## src/rtl/dfmt_pkg.sv

```systemverilog
`default_nettype none

package dfmt_pkg;

    // field geometry
    localparam int MAX_WIDTH   = 16;
    localparam int NATURAL_LEN = 6;
    localparam int MAX_DIGITS  = 5;

    // counter widths
    localparam int WCNT_W = $clog2(MAX_WIDTH + 1);
    localparam int DIDX_W = $clog2(MAX_DIGITS);
    localparam int ND_W   = $clog2(MAX_DIGITS + 1);

    // input and output field widths
    localparam int MAG_W  = 16;
    localparam int FW_W   = 5;
    localparam int CHAR_W = 8;

    // divide by ten through a reciprocal, exact for every 16-bit value
    localparam int           DIV10_SHIFT = 19;
    localparam logic [16:0]  DIV10_MUL   = 17'd52429;
    localparam int           PROD_W      = MAG_W + 17;
    localparam int           QUOT_W      = MAG_W - 3;

    // character codes
    localparam logic [CHAR_W-1:0] CHAR_ZERO  = 8'h30;
    localparam logic [CHAR_W-1:0] CHAR_MINUS = 8'h2D;
    localparam logic [CHAR_W-1:0] CHAR_STAR  = 8'h2A;

    typedef logic [WCNT_W-1:0] t_cnt;
    typedef logic [DIDX_W-1:0] t_didx;
    typedef logic [ND_W-1:0]   t_nd;

    // controller to datapath
    typedef struct packed {
        logic load;
        logic conv;
        logic setup;
        logic emit;
    } t_cmd;

    // datapath to controller
    typedef struct packed {
        logic conv_done;
        logic out_free;
        logic at_last;
    } t_status;

endpackage

`default_nettype wire

```

## src/rtl/dfmt_ctrl.sv

```systemverilog
`default_nettype none

module dfmt_ctrl (
    input  wire logic             i_clk,
    input  wire logic             i_rst_n,
    input  wire logic             i_valid,
    output logic                  o_ready,
    input  wire dfmt_pkg::t_status i_status,
    output dfmt_pkg::t_cmd        o_cmd
);

    typedef enum logic [3:0] {
        ST_IDLE  = 4'b0001,
        ST_CONV  = 4'b0010,
        ST_SETUP = 4'b0100,
        ST_EMIT  = 4'b1000
    } t_state;

    t_state r_state;
    t_state n_state;

    // state register
    always_ff @(posedge i_clk) begin
        if (!i_rst_n) begin
            r_state <= ST_IDLE;
        end else begin
            r_state <= n_state;
        end
    end

    // next state and commands
    always_comb begin
        n_state     = r_state;
        o_cmd       = '0;
        o_ready     = 1'b0;
        case (r_state)
            ST_IDLE: begin
                o_ready = 1'b1;
                if (i_valid) begin
                    o_cmd.load = 1'b1;
                    n_state    = ST_CONV;
                end
            end
            ST_CONV: begin
                o_cmd.conv = 1'b1;
                if (i_status.conv_done) begin
                    n_state = ST_SETUP;
                end
            end
            ST_SETUP: begin
                o_cmd.setup = 1'b1;
                n_state     = ST_EMIT;
            end
            ST_EMIT: begin
                if (i_status.out_free) begin
                    o_cmd.emit = 1'b1;
                    if (i_status.at_last) begin
                        n_state = ST_IDLE;
                    end
                end
            end
            default: begin
                n_state = ST_IDLE;
            end
        endcase
    end

endmodule

`default_nettype wire

```

## src/rtl/dfmt_datapath.sv

```systemverilog
`default_nettype none

module dfmt_datapath (
    input  wire logic                          i_clk,
    input  wire logic                          i_rst_n,
    input  wire dfmt_pkg::t_cmd                i_cmd,
    output dfmt_pkg::t_status                  o_status,
    input  wire logic [dfmt_pkg::MAG_W-1:0]    i_magnitude,
    input  wire logic                          i_is_negative,
    input  wire logic [dfmt_pkg::FW_W-1:0]     i_field_width,
    input  wire logic [dfmt_pkg::CHAR_W-1:0]   i_pad_char,
    output logic                               o_valid,
    input  wire logic                          i_ready,
    output logic [dfmt_pkg::CHAR_W-1:0]        o_text_char,
    output logic                               o_last_char
);

    // captured word
    logic [dfmt_pkg::MAG_W-1:0]  r_mag;
    logic                        r_neg;
    dfmt_pkg::t_cnt              r_w;
    logic [dfmt_pkg::CHAR_W-1:0] r_pad;

    // digit store, least significant first
    logic [3:0]                  r_digs [dfmt_pkg::MAX_DIGITS];
    dfmt_pkg::t_nd               r_nd;

    // emit plan
    dfmt_pkg::t_cnt              r_total;
    dfmt_pkg::t_cnt              r_pad_cnt;
    logic                        r_ovf;
    dfmt_pkg::t_cnt              r_pos;

    // output register
    logic                        r_out_valid;
    logic [dfmt_pkg::CHAR_W-1:0] r_out_char;
    logic                        r_out_last;

    dfmt_pkg::t_cnt              w_clamp;
    logic [dfmt_pkg::PROD_W-1:0] prod;
    logic [dfmt_pkg::QUOT_W-1:0] quot;
    logic [dfmt_pkg::MAG_W-1:0]  quot_x10;
    logic [3:0]                  digit;
    dfmt_pkg::t_cnt              tlen;
    dfmt_pkg::t_cnt              flen;
    logic                        ovf;
    dfmt_pkg::t_cnt              rem;
    dfmt_pkg::t_didx             didx;
    logic [3:0]                  dsel;
    logic [dfmt_pkg::CHAR_W-1:0] ch;

    // width saturation
    always_comb begin
        if (32'(i_field_width) > 32'(dfmt_pkg::MAX_WIDTH)) begin
            w_clamp = dfmt_pkg::t_cnt'(dfmt_pkg::MAX_WIDTH);
        end else begin
            w_clamp = dfmt_pkg::t_cnt'(i_field_width);
        end
    end

    // one decimal digit per cycle
    assign prod     = dfmt_pkg::PROD_W'(r_mag) * dfmt_pkg::PROD_W'(dfmt_pkg::DIV10_MUL);
    assign quot     = prod[dfmt_pkg::DIV10_SHIFT +: dfmt_pkg::QUOT_W];
    assign quot_x10 = {quot, 3'b000} + {2'b00, quot, 1'b0};
    assign digit    = 4'(r_mag - quot_x10);

    // field plan
    assign tlen = dfmt_pkg::t_cnt'(r_nd) + dfmt_pkg::t_cnt'(r_neg);
    assign flen = (r_w == '0) ? dfmt_pkg::t_cnt'(dfmt_pkg::NATURAL_LEN) : r_w;
    assign ovf  = tlen > flen;

    // character at the current position
    assign rem  = r_total - r_pos - dfmt_pkg::t_cnt'(1);
    assign didx = rem[dfmt_pkg::DIDX_W-1:0];
    always_comb begin
        if (32'(didx) < dfmt_pkg::MAX_DIGITS) begin
            dsel = r_digs[didx];
        end else begin
            dsel = '0;
        end
        if (r_ovf) begin
            ch = dfmt_pkg::CHAR_STAR;
        end else if (r_pos < r_pad_cnt) begin
            ch = r_pad;
        end else if (r_neg && (r_pos == r_pad_cnt)) begin
            ch = dfmt_pkg::CHAR_MINUS;
        end else begin
            ch = dfmt_pkg::CHAR_ZERO + {4'b0000, dsel};
        end
    end

    // status
    assign o_status.conv_done = (quot == '0) ||
                                (r_nd == dfmt_pkg::t_nd'(dfmt_pkg::MAX_DIGITS - 1));
    assign o_status.out_free  = !r_out_valid || i_ready;
    assign o_status.at_last   = (r_pos == r_total - dfmt_pkg::t_cnt'(1));

    // payload registers
    always_ff @(posedge i_clk) begin
        if (i_cmd.load) begin
            r_mag <= i_magnitude;
            r_neg <= i_is_negative;
            r_w   <= w_clamp;
            r_pad <= i_pad_char;
            r_nd  <= '0;
        end
        if (i_cmd.conv) begin
            r_digs[r_nd[dfmt_pkg::DIDX_W-1:0]] <= digit;
            r_mag <= dfmt_pkg::MAG_W'(quot);
            r_nd  <= r_nd + dfmt_pkg::t_nd'(1);
        end
        if (i_cmd.setup) begin
            r_ovf <= ovf;
            r_pos <= '0;
            if (ovf || (r_w != '0)) begin
                r_total <= flen;
            end else begin
                r_total <= tlen;
            end
            if (!ovf && (r_w != '0)) begin
                r_pad_cnt <= flen - tlen;
            end else begin
                r_pad_cnt <= '0;
            end
        end
        if (i_cmd.emit) begin
            r_pos      <= r_pos + dfmt_pkg::t_cnt'(1);
            r_out_char <= ch;
            r_out_last <= o_status.at_last;
        end
    end

    // output word valid
    always_ff @(posedge i_clk) begin
        if (!i_rst_n) begin
            r_out_valid <= 1'b0;
        end else if (i_cmd.emit) begin
            r_out_valid <= 1'b1;
        end else if (i_ready) begin
            r_out_valid <= 1'b0;
        end
    end

    assign o_valid     = r_out_valid;
    assign o_text_char = r_out_char;
    assign o_last_char = r_out_last;

`ifndef ASSERT_OFF
    a_emit_free: assert property (@(posedge i_clk) disable iff (!i_rst_n)
        i_cmd.emit |-> (!r_out_valid || i_ready))
        else $error("word emitted over a held output word");
    a_pos_range: assert property (@(posedge i_clk) disable iff (!i_rst_n)
        i_cmd.emit |-> (r_pos < r_total))
        else $error("emit position beyond field length");
    a_digit_range: assert property (@(posedge i_clk) disable iff (!i_rst_n)
        i_cmd.conv |-> (digit < 4'd10))
        else $error("digit out of decimal range");
    a_nd_range: assert property (@(posedge i_clk) disable iff (!i_rst_n)
        i_cmd.conv |-> (32'(r_nd) < dfmt_pkg::MAX_DIGITS))
        else $error("digit count overflow");
`endif

endmodule

`default_nettype wire

```

## src/rtl/decimal_field_formatter_core.sv

```systemverilog
`default_nettype none

// channel   direction  handshake          payload
// input     in         i_valid / o_ready  i_magnitude, i_is_negative, i_field_width, i_pad_char
// output    out        o_valid / i_ready  o_text_char, o_last_char
//
// each item is accepted, converted one decimal digit at a time (1 to 5)
// through the shared divide-by-ten multiplier, planned, then sent one
// character at a time (up to 16) from the output register while i_ready stays high.
// i_rst_n is synchronous and clears the controller and the output valid.
// a stalled output holds its word; the next item is taken while the last
// character of the previous field still waits in the output register.

module decimal_field_formatter_core (
    input  wire logic                        i_clk,
    input  wire logic                        i_rst_n,
    input  wire logic                        i_valid,
    output logic                             o_ready,
    input  wire logic [dfmt_pkg::MAG_W-1:0]  i_magnitude,
    input  wire logic                        i_is_negative,
    input  wire logic [dfmt_pkg::FW_W-1:0]   i_field_width,
    input  wire logic [dfmt_pkg::CHAR_W-1:0] i_pad_char,
    output logic                             o_valid,
    input  wire logic                        i_ready,
    output logic [dfmt_pkg::CHAR_W-1:0]      o_text_char,
    output logic                             o_last_char
);

    dfmt_pkg::t_cmd    cmd;
    dfmt_pkg::t_status status;

    // sequencer
    dfmt_ctrl u_ctrl (
        .i_clk    (i_clk),
        .i_rst_n  (i_rst_n),
        .i_valid  (i_valid),
        .o_ready  (o_ready),
        .i_status (status),
        .o_cmd    (cmd)
    );

    // conversion and output datapath
    dfmt_datapath u_datapath (
        .i_clk         (i_clk),
        .i_rst_n       (i_rst_n),
        .i_cmd         (cmd),
        .o_status      (status),
        .i_magnitude   (i_magnitude),
        .i_is_negative (i_is_negative),
        .i_field_width (i_field_width),
        .i_pad_char    (i_pad_char),
        .o_valid       (o_valid),
        .i_ready       (i_ready),
        .o_text_char   (o_text_char),
        .o_last_char   (o_last_char)
    );

endmodule

`default_nettype wire
```

## config.mk

```make
export PLATFORM = sky130hd
export DESIGN_NAME = decimal_field_formatter_core
export DESIGN_NICKNAME = d
export VERILOG_FILES = /design/src/rtl/dfmt_pkg.sv /design/src/rtl/dfmt_ctrl.sv /design/src/rtl/dfmt_datapath.sv /design/src/rtl/decimal_field_formatter_core.sv
export SDC_FILE = /design/constraint.sdc
export NUM_CORES = 1
export LEC_CHECK = 0
export ABC_AREA = 0
export BUFFER_PORTS_ARGS = -buffer_cell sky130_fd_sc_hd__buf_2
export CORE_MARGIN = 10
export CORE_UTILIZATION = 40
export CTS_BUF_LIST = sky130_fd_sc_hd__clkbuf_4 sky130_fd_sc_hd__clkbuf_8 sky130_fd_sc_hd__clkbuf_16
export DETAILED_ROUTE_END_ITERATION = 10
export PLACE_DENSITY = 0.65
export SETUP_SLACK_MARGIN = 0.4
export SKIP_LAST_GASP = 1
export SLEW_MARGIN = 30
export SYNTH_ARGS = -nofsm -noshare
export SYNTH_HDL_FRONTEND = slang
export SYNTH_SLANG_ARGS = --single-unit
```

## constraint.sdc

```tcl
create_clock -name i_clk -period 14.3 [get_ports i_clk]
set_clock_uncertainty 0.2 [all_clocks]
set_input_delay 1.43 -clock i_clk [delete_from_list [all_inputs] [get_ports i_clk]]
set_output_delay 1.43 -clock i_clk [all_outputs]
set_load 0.02 [all_outputs]
```

; Word-level counts from Yosys, hierarchy flattened
; Memory sizes are Yosys's and may differ from the RTL's.
; Index checks and enable logic that the tools add are counted.
[totals]
regBits = 63
input_bits = 34
word_cells = 82
output_inout_bits = 11
memories = 1
ramBits = 20
[classes]
magnitude_cmp = 4
mux = 27
mul = 1
add_sub_neg = 10
n_eq_ne = 11
n_reduce_logical = 14
[memory_table]
columns = memory, depth, width, read_ports, rd_ports_with_merged_regs, wr, line_no
row1 = u_datapath.r_digs, 5, 4, 1, 0, 1, dfmt_datapath.sv:25  ; logic [3:0] r_digs [dfmt_pkg::MAX_DIGITS];
[op_table]
columns = op, n
row1 = "multiplier 16 x 16 -> 32 bit, second input constant", 1
row2 = two-way mux 13 bit, 2
row3 = two-way mux 4 bit, 5
row4 = two-way mux 5 bit, 4
row5 = two-way mux 8 bit, 2
row6 = one-hot mux 4 bit (4 select lines), 1
row7 = zero test 13 bit, 1
row8 = two-way mux 1 bit, 11
row9 = == test 5 bit, 2
row10 = "inequality test 2 bit, second input constant", 4
row11 = "adder 6 x 4 -> 7 bit, first input constant", 1
row12 = two-way mux 3 bit, 2
row13 = nonzero test 2 bit, 3
row14 = "adder 5 x 1 -> 5 bit, second input constant", 1
row15 = > comparator 5 bit, 1
row16 = "> comparator 5 bit, second input constant", 1
row17 = zero test 5 bit, 1
row18 = less-than comparator 5 bit, 1
row19 = nonzero test 5 bit, 1
row20 = "subtractor 5 x 1 -> 5 bit, second input constant", 1
row21 = subtractor 5 bit, 1
row22 = adder 3 x 1 -> 4 bit, 1
row23 = adder 4 bit, 1
row24 = "== test 4 x 1 -> 1 bit, second input constant", 1
row25 = other kinds (13), 17

; Logic depth before layout (Yosys ltp)
; Gate-level depths: netlist of the first run.
[logic_depth]
depth_word = 7
mapped_depth = 22
ltp_nobuf = 22

; Hierarchy
; A second synthesis of the first run with hierarchy kept.
[hier_totals]
hier_cells = 823
hier_area_um2 = 8750.9
[by_module_without_submodules]
columns = mod, cells_per_inst, seq_area_each_um2, area_per_inst_um2, instances
row1 = dfmt_datapath, 795, 2332.2, 8500.7, 1
row2 = dfmt_ctrl, 28, 80.1, 250.2, 1

; Worst setup path after synthesis of the first run
; No wires, ideal clock.
[synth_timing]
kind = register -> register
from = reg u_datapath.r_mag[6] in the netlist's numbering
to = reg u_ctrl.r_state[2]
arrival_time_ns = 5.816
setup_ns = 0.063
n_path_buf = 0
t_required_ns = 14.037
period_less_slack_ns = 6.078
stages_incl_launch_ff = 21
slack_ns = 8.222
path_cell_list = edfxtp_1 ha_1 inv_1 fa_1 inv_1 fa_1 fa_1 fa_1 inv_1 fa_1 inv_1 ha_1 nand4_4 or4_4 a31o_1 nand2_1 mux2i_2 nor4b_2 nand4_1 nor4bb_1 o221a_1
[synth_between]
elab_chain_cells = 5
[synth_rtl]
columns = element, line_no
row1 = from (decl), dfmt_datapath.sv:19  ; logic [dfmt_pkg::MAG_W-1:0] r_mag;
row2 = from (signal assigned), dfmt_datapath.sv:101  ; r_mag <= i_magnitude;
row3 = from (signal assigned), dfmt_datapath.sv:109  ; r_mag <= dfmt_pkg::MAG_W'(quot);
row4 = multiplier 16 x 16 -> 32 bit, dfmt_datapath.sv:62  ; assign prod = dfmt_pkg::PROD_W'(r_mag) * dfmt_pkg::PROD_W'(dfmt_pkg::DIV10_MUL);
row5 = zero test 13 bit, dfmt_datapath.sv:93  ; assign o_status.conv_done = (quot == '0) ||
row6 = logical OR 1 bit, dfmt_datapath.sv:93
row7 = inequality test 2 bit (no source line), -
row8 = AND reduction 4 bit (no source line), -
row9 = to (signal assigned), dfmt_ctrl.sv:27  ; r_state <= n_state;
row10 = to (decl), dfmt_ctrl.sv:19  ; t_state r_state;
; No other way between the ends.
; A chain may end at the register's enable or synchronous reset.

; Final worst setup path of the first run
[layout_timing]
from = reg u_datapath.r_mag[7] in the netlist's numbering
to = mem u_datapath.r_digs[3][3] (data pin)
[layout_between]
elab_chain_cells = 3
[layout_rtl]
columns = element, line_no
row1 = multiplier 16 x 16 -> 32 bit, dfmt_datapath.sv:62
row2 = adder 4 bit, dfmt_datapath.sv:64  ; assign quot_x10 = {quot, 3'b000} + {2'b00, quot, 1'b0};
row3 = subtractor 4 bit, dfmt_datapath.sv:65  ; assign digit = 4'(r_mag - quot_x10);
row4 = net u_datapath.digit[3], dfmt_datapath.sv:43  ; logic [3:0] digit;
row5 = to (decl), dfmt_datapath.sv:25
; The timed path passes the listed nets, and every way through them passes these cells.

==> flow_summary.yaml, run 1 <==
sta:
  final_max_slew_viol_count: 0
  fin_hold_ws_ns: 0.305
  min_period_ns: 6.92
  tightest_slew_ns: 0.772
  max_slew_margin_pct: 48.4
  setup_violations: 0
  timing.fmax_mhz: 145
  final.setup.tns_ns: 0
  rsz0062_at_grt: "false"
  post-route-period-util_pct: 48.4
  finalHoldViolCount: 0
setup_path:
  cp_max_fo: 8
  rrSetupSlack_ns: 7.38
  required_ns: 14.22
  cp.arrival_ns: 6.84
  crit_path_start_kind: "flip-flop"
  critPathCaptureType: "flip-flop"
  crit_type: "reg -> reg"
drt:
  antenna_left: 0
  post_drt_wl_per_cell_um: 17.3
  drcViolationCount: 0
  wl_um: 20700
  dr_total_vias: 6131
  avgViaCountPerCell: 5.12
  firstDrtPassIters: 4
  drtIter0Drc: 284
synth:
  synthFlopType: "edfxtp_1"
  ys_top_cells_by_area: "edfxtp_1 25%, ha_1 21%, fa_1 18%"
  synth_cells: 869
  synthArstFlopShare_pct: 0
  synth_top_cell_by_area: "edfxtp_1"
  ys_seq_elements: 83
  synth_edf_count: 75
  yosysSeqAreaShare_pct: 27.2
  syn_avg_cell_area_um2: 10.2
  synthesis.nets: 1134
  synth.distinct_cells: 70
  netlist_area_um2: 8870
  synth_top_area_share_pct: 25.4
  synth_warnings: 0
clock_network:
  cts_hold_buf: 0
  cts_tree: "done"
  cts.clk_slew.worst_paths_ns: 0.07
  clockRootBuffer: "clkbuf_16"
  cts_made_buffers: 9
  cts.sinks: 83
  htreeDepth: 3
  postCtsSetupBuffers: 0
  clockBufferDepth: 2
  clk_latency_ns: 0.35
  post_cts_resized: 0
run_status:
  run_status: "complete, no violations"
floorplanning:
  fp.coreArea_um2: 21800
  die-width_um: 169
  num_rows: 54
  ios: 45
  die_h_um: 169
  dieArea_um2: 28500
  start_util_pct: 40.6
grt:
  grt_pass1_wl_um: 33700
  antenna_found_initial: 0
  grt_pass1_vias: 6394
  grt_max_degree: 30
  overflow: 0
  grt_use_total_pct: 14.9
layout:
  design_area_um2: 9690
  area_growth_pct: 9.33
  n_fill_cell: 2086
  multi_input_area_um2: 5690
  regArea_um2: 2410
  finalNetCount: 1177
  n_antenna_cell: 0
  instances_no_fill: 1197
  drive_gt1_share_pct: 10.0
place:
  io_buffers: 44
  dpl.hpwl_um: 17900
  routabilityCongestion: 0.937
  post_dp_cell_area_um2: 9400
  dpl.cell_count: 1181
hold_path:
  hp-class: "reg -> reg"
run:
  cap_violations: 0
==> synthesized netlist by cell type, types with 6 or more instances <==
cell type,number
a21oi_1,42
nor2b_1,10
o21a_1,10
fa_1,81
nor3_1,10
ha_1,150
nand2_1,45
nor2_1,56
o21ai_0,26
dfxtp_1,8
inv_1,190
nand4_1,6
xor2_1,13
nand3_1,14
edfxtp_1,75
clkbuf_1,12
xnor2_1,21
==> flip-flops by register name, summed over array words and instances, names as in the netlist <==
register	count
u_ctrl.r_state	4
u_datapath.o_last_char	1
u_datapath.o_text_char	8
u_datapath.o_valid	1
u_datapath.r_digs	20
u_datapath.r_mag	16
u_datapath.r_nd	3
u_datapath.r_neg	1
u_datapath.r_ovf	1
u_datapath.r_pad	8
u_datapath.r_pad_cnt	5
u_datapath.r_pos	5
u_datapath.r_total	5
u_datapath.r_w	5
==> through the flow <==
stage / util (%) / setup WS [ns]
after CTS: 44.4 / 7.41
after floorplan: - / 8.22
final: 44.4 / 7.38
after detailed placement: 43.1 / 7.44
after global routing: 44.4 / 6.97
after global placement: 43.1 / 7.59
==> layout by cell type (no fill, tap or decap), drive strengths merged, types with 4 or more instances in the layout <==
master | Yosys | final
a21oi | 42 | 42
nand2 | 45 | 45
nor3 | 10 | 10
or2 | 5 | 5
and3 | 5 | 5
edfxtp | 75 | 75
dfxtp | 8 | 8
a211oi | 5 | 5
xor2 | 13 | 13
buf | 3 | 47
nand4 | 7 | 7
nand3 | 14 | 14
nor2b | 10 | 10
o21ai | 27 | 27
xnor2 | 21 | 21
nand2b | 5 | 5
mux2i | 4 | 4
and2 | 5 | 5
a21o | 5 | 5
o21a | 10 | 10
clkbuf | 12 | 9
fa | 81 | 81
mux4 | 4 | 4
o31a | 4 | 4
inv | 190 | 194
nor4b | 5 | 5
nor2 | 56 | 56
ha | 150 | 150
==> critical path, cell delays in order (launching register included) <==
cell and delay (ns):
edfxtp_1 0.47, ha_1 0.40, inv_1 0.08, fa_1 0.55
inv_1 0.07, fa_1 0.53, fa_1 0.52, fa_1 0.55
inv_1 0.06, fa_1 0.53, inv_1 0.04, ha_1 0.36
nand4_4 0.16, nor2_1 0.29, nand2_1 0.14, o211a_1 0.24
nor3_1 0.54, ha_1 0.38, a21oi_1 0.16, xnor2_1 0.10
xnor2_1 0.32
==> worst paths after layout <==
| check | start | endpoint | cells past startpoint |
|---|---|---|---|
| max | u_datapath.r_mag[7]$_DFFE_PP_ | u_datapath.r_digs[3][3]$_DFFE_PP_ | 20 |
| max reg2reg | u_datapath.r_mag[7]$_DFFE_PP_ | u_datapath.r_digs[3][3]$_DFFE_PP_ | 20 |
| min reg2reg | u_datapath.r_pad[5]$_DFFE_PP_ | u_datapath.o_text_char[5]$_SDFFCE_PP1P_ | 1 |
| min | u_datapath.r_pad[5]$_DFFE_PP_ | u_datapath.o_text_char[5]$_SDFFCE_PP1P_ | 1 |
==> per-layer routing <==
| layer | vias up | routed length [um] | share of wire, % | track usage, % |
|---|---|---|---|---|
| li1 | 3014 | - | - | - |
| met2 | 124 | 9770 | 47 | 24.0 |
| met3 | 39 | 689 | 3.3 | 2.39 |
| met5 | - | 0 | 0 | 0 |
| met1 | 2954 | 9600 | 46 | 19.7 |
| met4 | 0 | 590 | 2.9 | 5.26 |
==> layout make-up <==
cell class / instances / area share (%)
Inverter: 190 / 7.36
Timing Repair Buffer: 47 / 2.50
Sequential cell: 83 / 24.9
Multi-Input combinational cell: 581 / 58.7
Clock inverter: 7 / 0.607
Tap cell: 280 / 3.61
Clock buffer: 9 / 2.32
==> cells by family after synthesis <==
logic type | count (synthesis) | synth area share (%)
buffers and inverters | 205 | 8.82
flip-flops | 83 | 27.2
XOR/XNOR | 34 | 3.36
AO/OA/AOI/OAI | 122 | 8.80
AND/OR/NAND/NOR | 185 | 10.7
adder cells (fa/ha/maj) | 231 | 39.5
multiplexers | 9 | 1.64
Power of run 1 is not shown: default switching activity piles up to over one toggle a cycle in this logic, so the estimate is an artifact.
==> run 2: changes to the inputs <==
--- a/config.mk
+++ b/config.mk
@@ -5,7 +5,7 @@
 export SDC_FILE = /design/constraint.sdc
 export NUM_CORES = 1
 export LEC_CHECK = 0
-export ABC_AREA = 0
+export ABC_AREA = 1
 export BUFFER_PORTS_ARGS = -buffer_cell sky130_fd_sc_hd__buf_2
 export CORE_MARGIN = 10
 export CORE_UTILIZATION = 40
==> constraint.sdc (replaced) <==
create_clock -name i_clk -period 6.75 [get_ports i_clk]
set_clock_uncertainty 0.2 [all_clocks]
set_input_delay 0.675 -clock i_clk [delete_from_list [all_inputs] [get_ports i_clk]]
set_output_delay 0.675 -clock i_clk [all_outputs]
set_load 0.02 [all_outputs]
==> run 2 against run 1 <==
  * Core utilization rose by 0.57 points
  * Die area rose by 5.9%
  * Worst setup slack got worse by 6.7 ns
  * Sequential cell count did not move
  * First-iteration DRC count rose by 18%
  * Wire length rose by 12%
  * Cell count rose by 27%
  * Non-clock buffer count rose by 15
  * Synthesized cell count rose by 30%
  * Count of clock-buffer cells in the layout did not move
==> flow_summary.yaml, run 2 <==
clock_network:
  clk_latency_ns: 0.35
  cts_made_buffers: 9
  cts.sinks: 83
  cts.clk_slew.worst_paths_ns: 0.07
  htreeDepth: 3
  cts_tree: "done"
  cts_hold_buf: 0
  clockBufferDepth: 2
  clockRootBuffer: "clkbuf_16"
synth:
  yosysSeqAreaShare_pct: 25.5
  ys_seq_elements: 83
  syn_avg_cell_area_um2: 8.34
  synth_top_area_share_pct: 23.8
  synth_edf_count: 75
  synth_cells: 1134
  ys_top_cells_by_area: "edfxtp_1 24%, ha_1 20%, fa_1 17%"
  synthFlopType: "edfxtp_1"
  yosysMostFrequentCell: "inv_1"
  yosys-top-cells-count: "306 x inv_1, 229 x nand2_1, 150 x ha_1, 82 x nor2_1, 81 x fa_1"
  synth.distinct_cells: 42
  synth_top_cell_by_area: "edfxtp_1"
  synthArstFlopShare_pct: 0
  synthesis.nets: 1399
  netlist_area_um2: 9460
  synth_warnings: 0
setup_path:
  crit_type: "reg -> reg"
  cp.arrival_ns: 6.04
  cp_max_fo: 6
  critPathCaptureType: "flip-flop"
  required_ns: 6.71
  crit_top_cell: "fa_1"
  crit_family: "adder cells"
  crit_start: "u_datapath.r_mag[3]$_DFFE_PP_"
  r2r-start: "u_datapath.r_mag[3]$_DFFE_PP_"
  rrSetupSlack_ns: 0.67
  slowest_stage: "fa_1"
  crit_chain: "ha_2, inv_1, fa_1, inv_1, fa_1, fa_1, fa_1, fa_1, ha_1, nand2_2, inv_2, nand2_1, nand2_1, a31o_2, inv_1, nand3_1, nand2_2, inv_1, ha_1, xor2_2, xor2_1, xor2_2"
  timing.critical_path.slowest_cell_delay_ns: 0.54
  worst-path-buf-inv: 5
  reg2reg_depth: 22
  crit_path_start_kind: "flip-flop"
  reg2reg_to: "u_datapath.r_digs[4][3]$_DFFE_PP_"
drt:
  antenna_left: 0
  wl_um: 23100
  dr_total_vias: 7182
  drtIter0Drc: 334
  post_drt_wl_per_cell_um: 15.2
  firstDrtPassIters: 5
  drcViolationCount: 0
  avgViaCountPerCell: 4.72
run:
  cap_violations: 0
place:
  dpl.hpwl_um: 19900
  routabilityCongestion: 1.04
  io_buffers: 44
sta:
  setup_violations: 0
  final.setup.tns_ns: 0
  final_max_slew_viol_count: 0
  tightest_slew_ns: 0.844
  rsz0062_at_grt: "false"
  post-route-period-util_pct: 90.1
  finalHoldViolCount: 0
  max_slew_margin_pct: 43.6
  timing.fmax_mhz: 164
  min_period_ns: 6.08
floorplanning:
  num_rows: 56
  ios: 45
  die_h_um: 174
  die-width_um: 174
  fp.coreArea_um2: 23400
  dieArea_um2: 30200
  start_util_pct: 40.4
grt:
  grt_max_degree: 21
  grt_use_total_pct: 15.4
  grt_pass1_wl_um: 37700
  antenna_found_initial: 1
  overflow: 0
  grt_pass1_vias: 7454
layout:
  drive_gt1_share_pct: 9.89
  largest_reg_flops: 20
  final_cell_mix: "306 x inv_1, 228 x nand2_1, 145 x ha_1, 82 x nor2_1, 81 x fa_1"
  mostFrequentLayoutCell: "inv_1"
  n_antenna_cell: 0
  regArea_um2: 2410
  area_growth_pct: 11.3
  multi_input_area_um2: 5910
  finalNetCount: 1463
  n_fill_cell: 2329
hold_path:
  min_to: "u_datapath.r_neg$_DFFE_PP_"
  hp-class: "in -> reg"
  hp-start: "i_is_negative"
  holdPathStages: 1
run_status:
  run_status: "complete, no violations"
[run 2: changes by cell type after synthesis, sizes merged, moves of 5 or more]
cell,change
o21a,-9
nor2,+36
inv,+119
nand2b,-5
nand2,+192
a211oi,-5
o21ai,-11
clkbuf,-6
nor2b,-10
nand3,+22
xnor2,-13
a21oi,-6
a31oi,+10
nor4b,-5
[run 2: routing by layer]
| layer | wire length [um] | GRT usage (%) | part of all wire [%] |
|---|---|---|---|
| met1 | 10500 | 19.2 | 46 |
| met2 | 10800 | 25.8 | 47 |
| met3 | 985 | 3.31 | 4.3 |
| met4 | 723 | 5.49 | 3.1 |
| met5 | 19 | 0 | 0.082 |
[run 2: kinds of logic (layout without fill, tap and decap cells)]
family,after synthesis,in the layout,share of synthesized area [%]
buffers and inverters,320,389,12.8
adders and majority gates,231,231,37.0
AOI/OAI and AO/OA,80,80,4.88
DFF,83,83,25.5
xor gates and xnor gates,22,22,2.04
and+or+nand+nor,398,398,17.8
[run 2: area by class of cell]
cell class	count	share of cell area, %
multi-input cells	731	56.2
clock inverters	7	0.547
flip-flops and latches	83	22.9
repair buffers	62	3.37
inverters	311	11.1
clock buffers	9	2.14
well taps	319	3.79
[run 2: worst max path at each step]
stage,to,cells after the start
floorplan,u_datapath.r_digs[0][3]$_DFFE_PP_,24
global placement,u_datapath.r_digs[2][3]$_DFFE_PP_,23
detailed placement,u_datapath.r_digs[2][3]$_DFFE_PP_,23
CTS,u_datapath.r_digs[4][3]$_DFFE_PP_,24
global route,u_datapath.r_digs[4][3]$_DFFE_PP_,25
finish,u_datapath.r_digs[4][3]$_DFFE_PP_,22
[run 2: stage by stage]
step	setup WS, ns	hold WS [ns]	std cells	cell area, um^2	utilization (%)
final	0.669	0.302	1522	10500	45.0
after floorplan	1.01	0.282	1134	9460	-
after detailed placement	0.503	0.307	1489	10000	42.9
after global placement	0.520	0.289	1489	10000	42.9
after CTS	0.441	0.292	1505	10300	44.1
after global routing	0.407	0.286	1522	10500	45.0
[run 2: repair_timing]
action / in CTS / in global routing
resized for setup: 0 / 11
setup endpoints to repair: 0 / 18
buffers inserted: 0 / 17
endpoints found under the hold margin: 0 / 0
Power of run 2 is left out for the same reason.
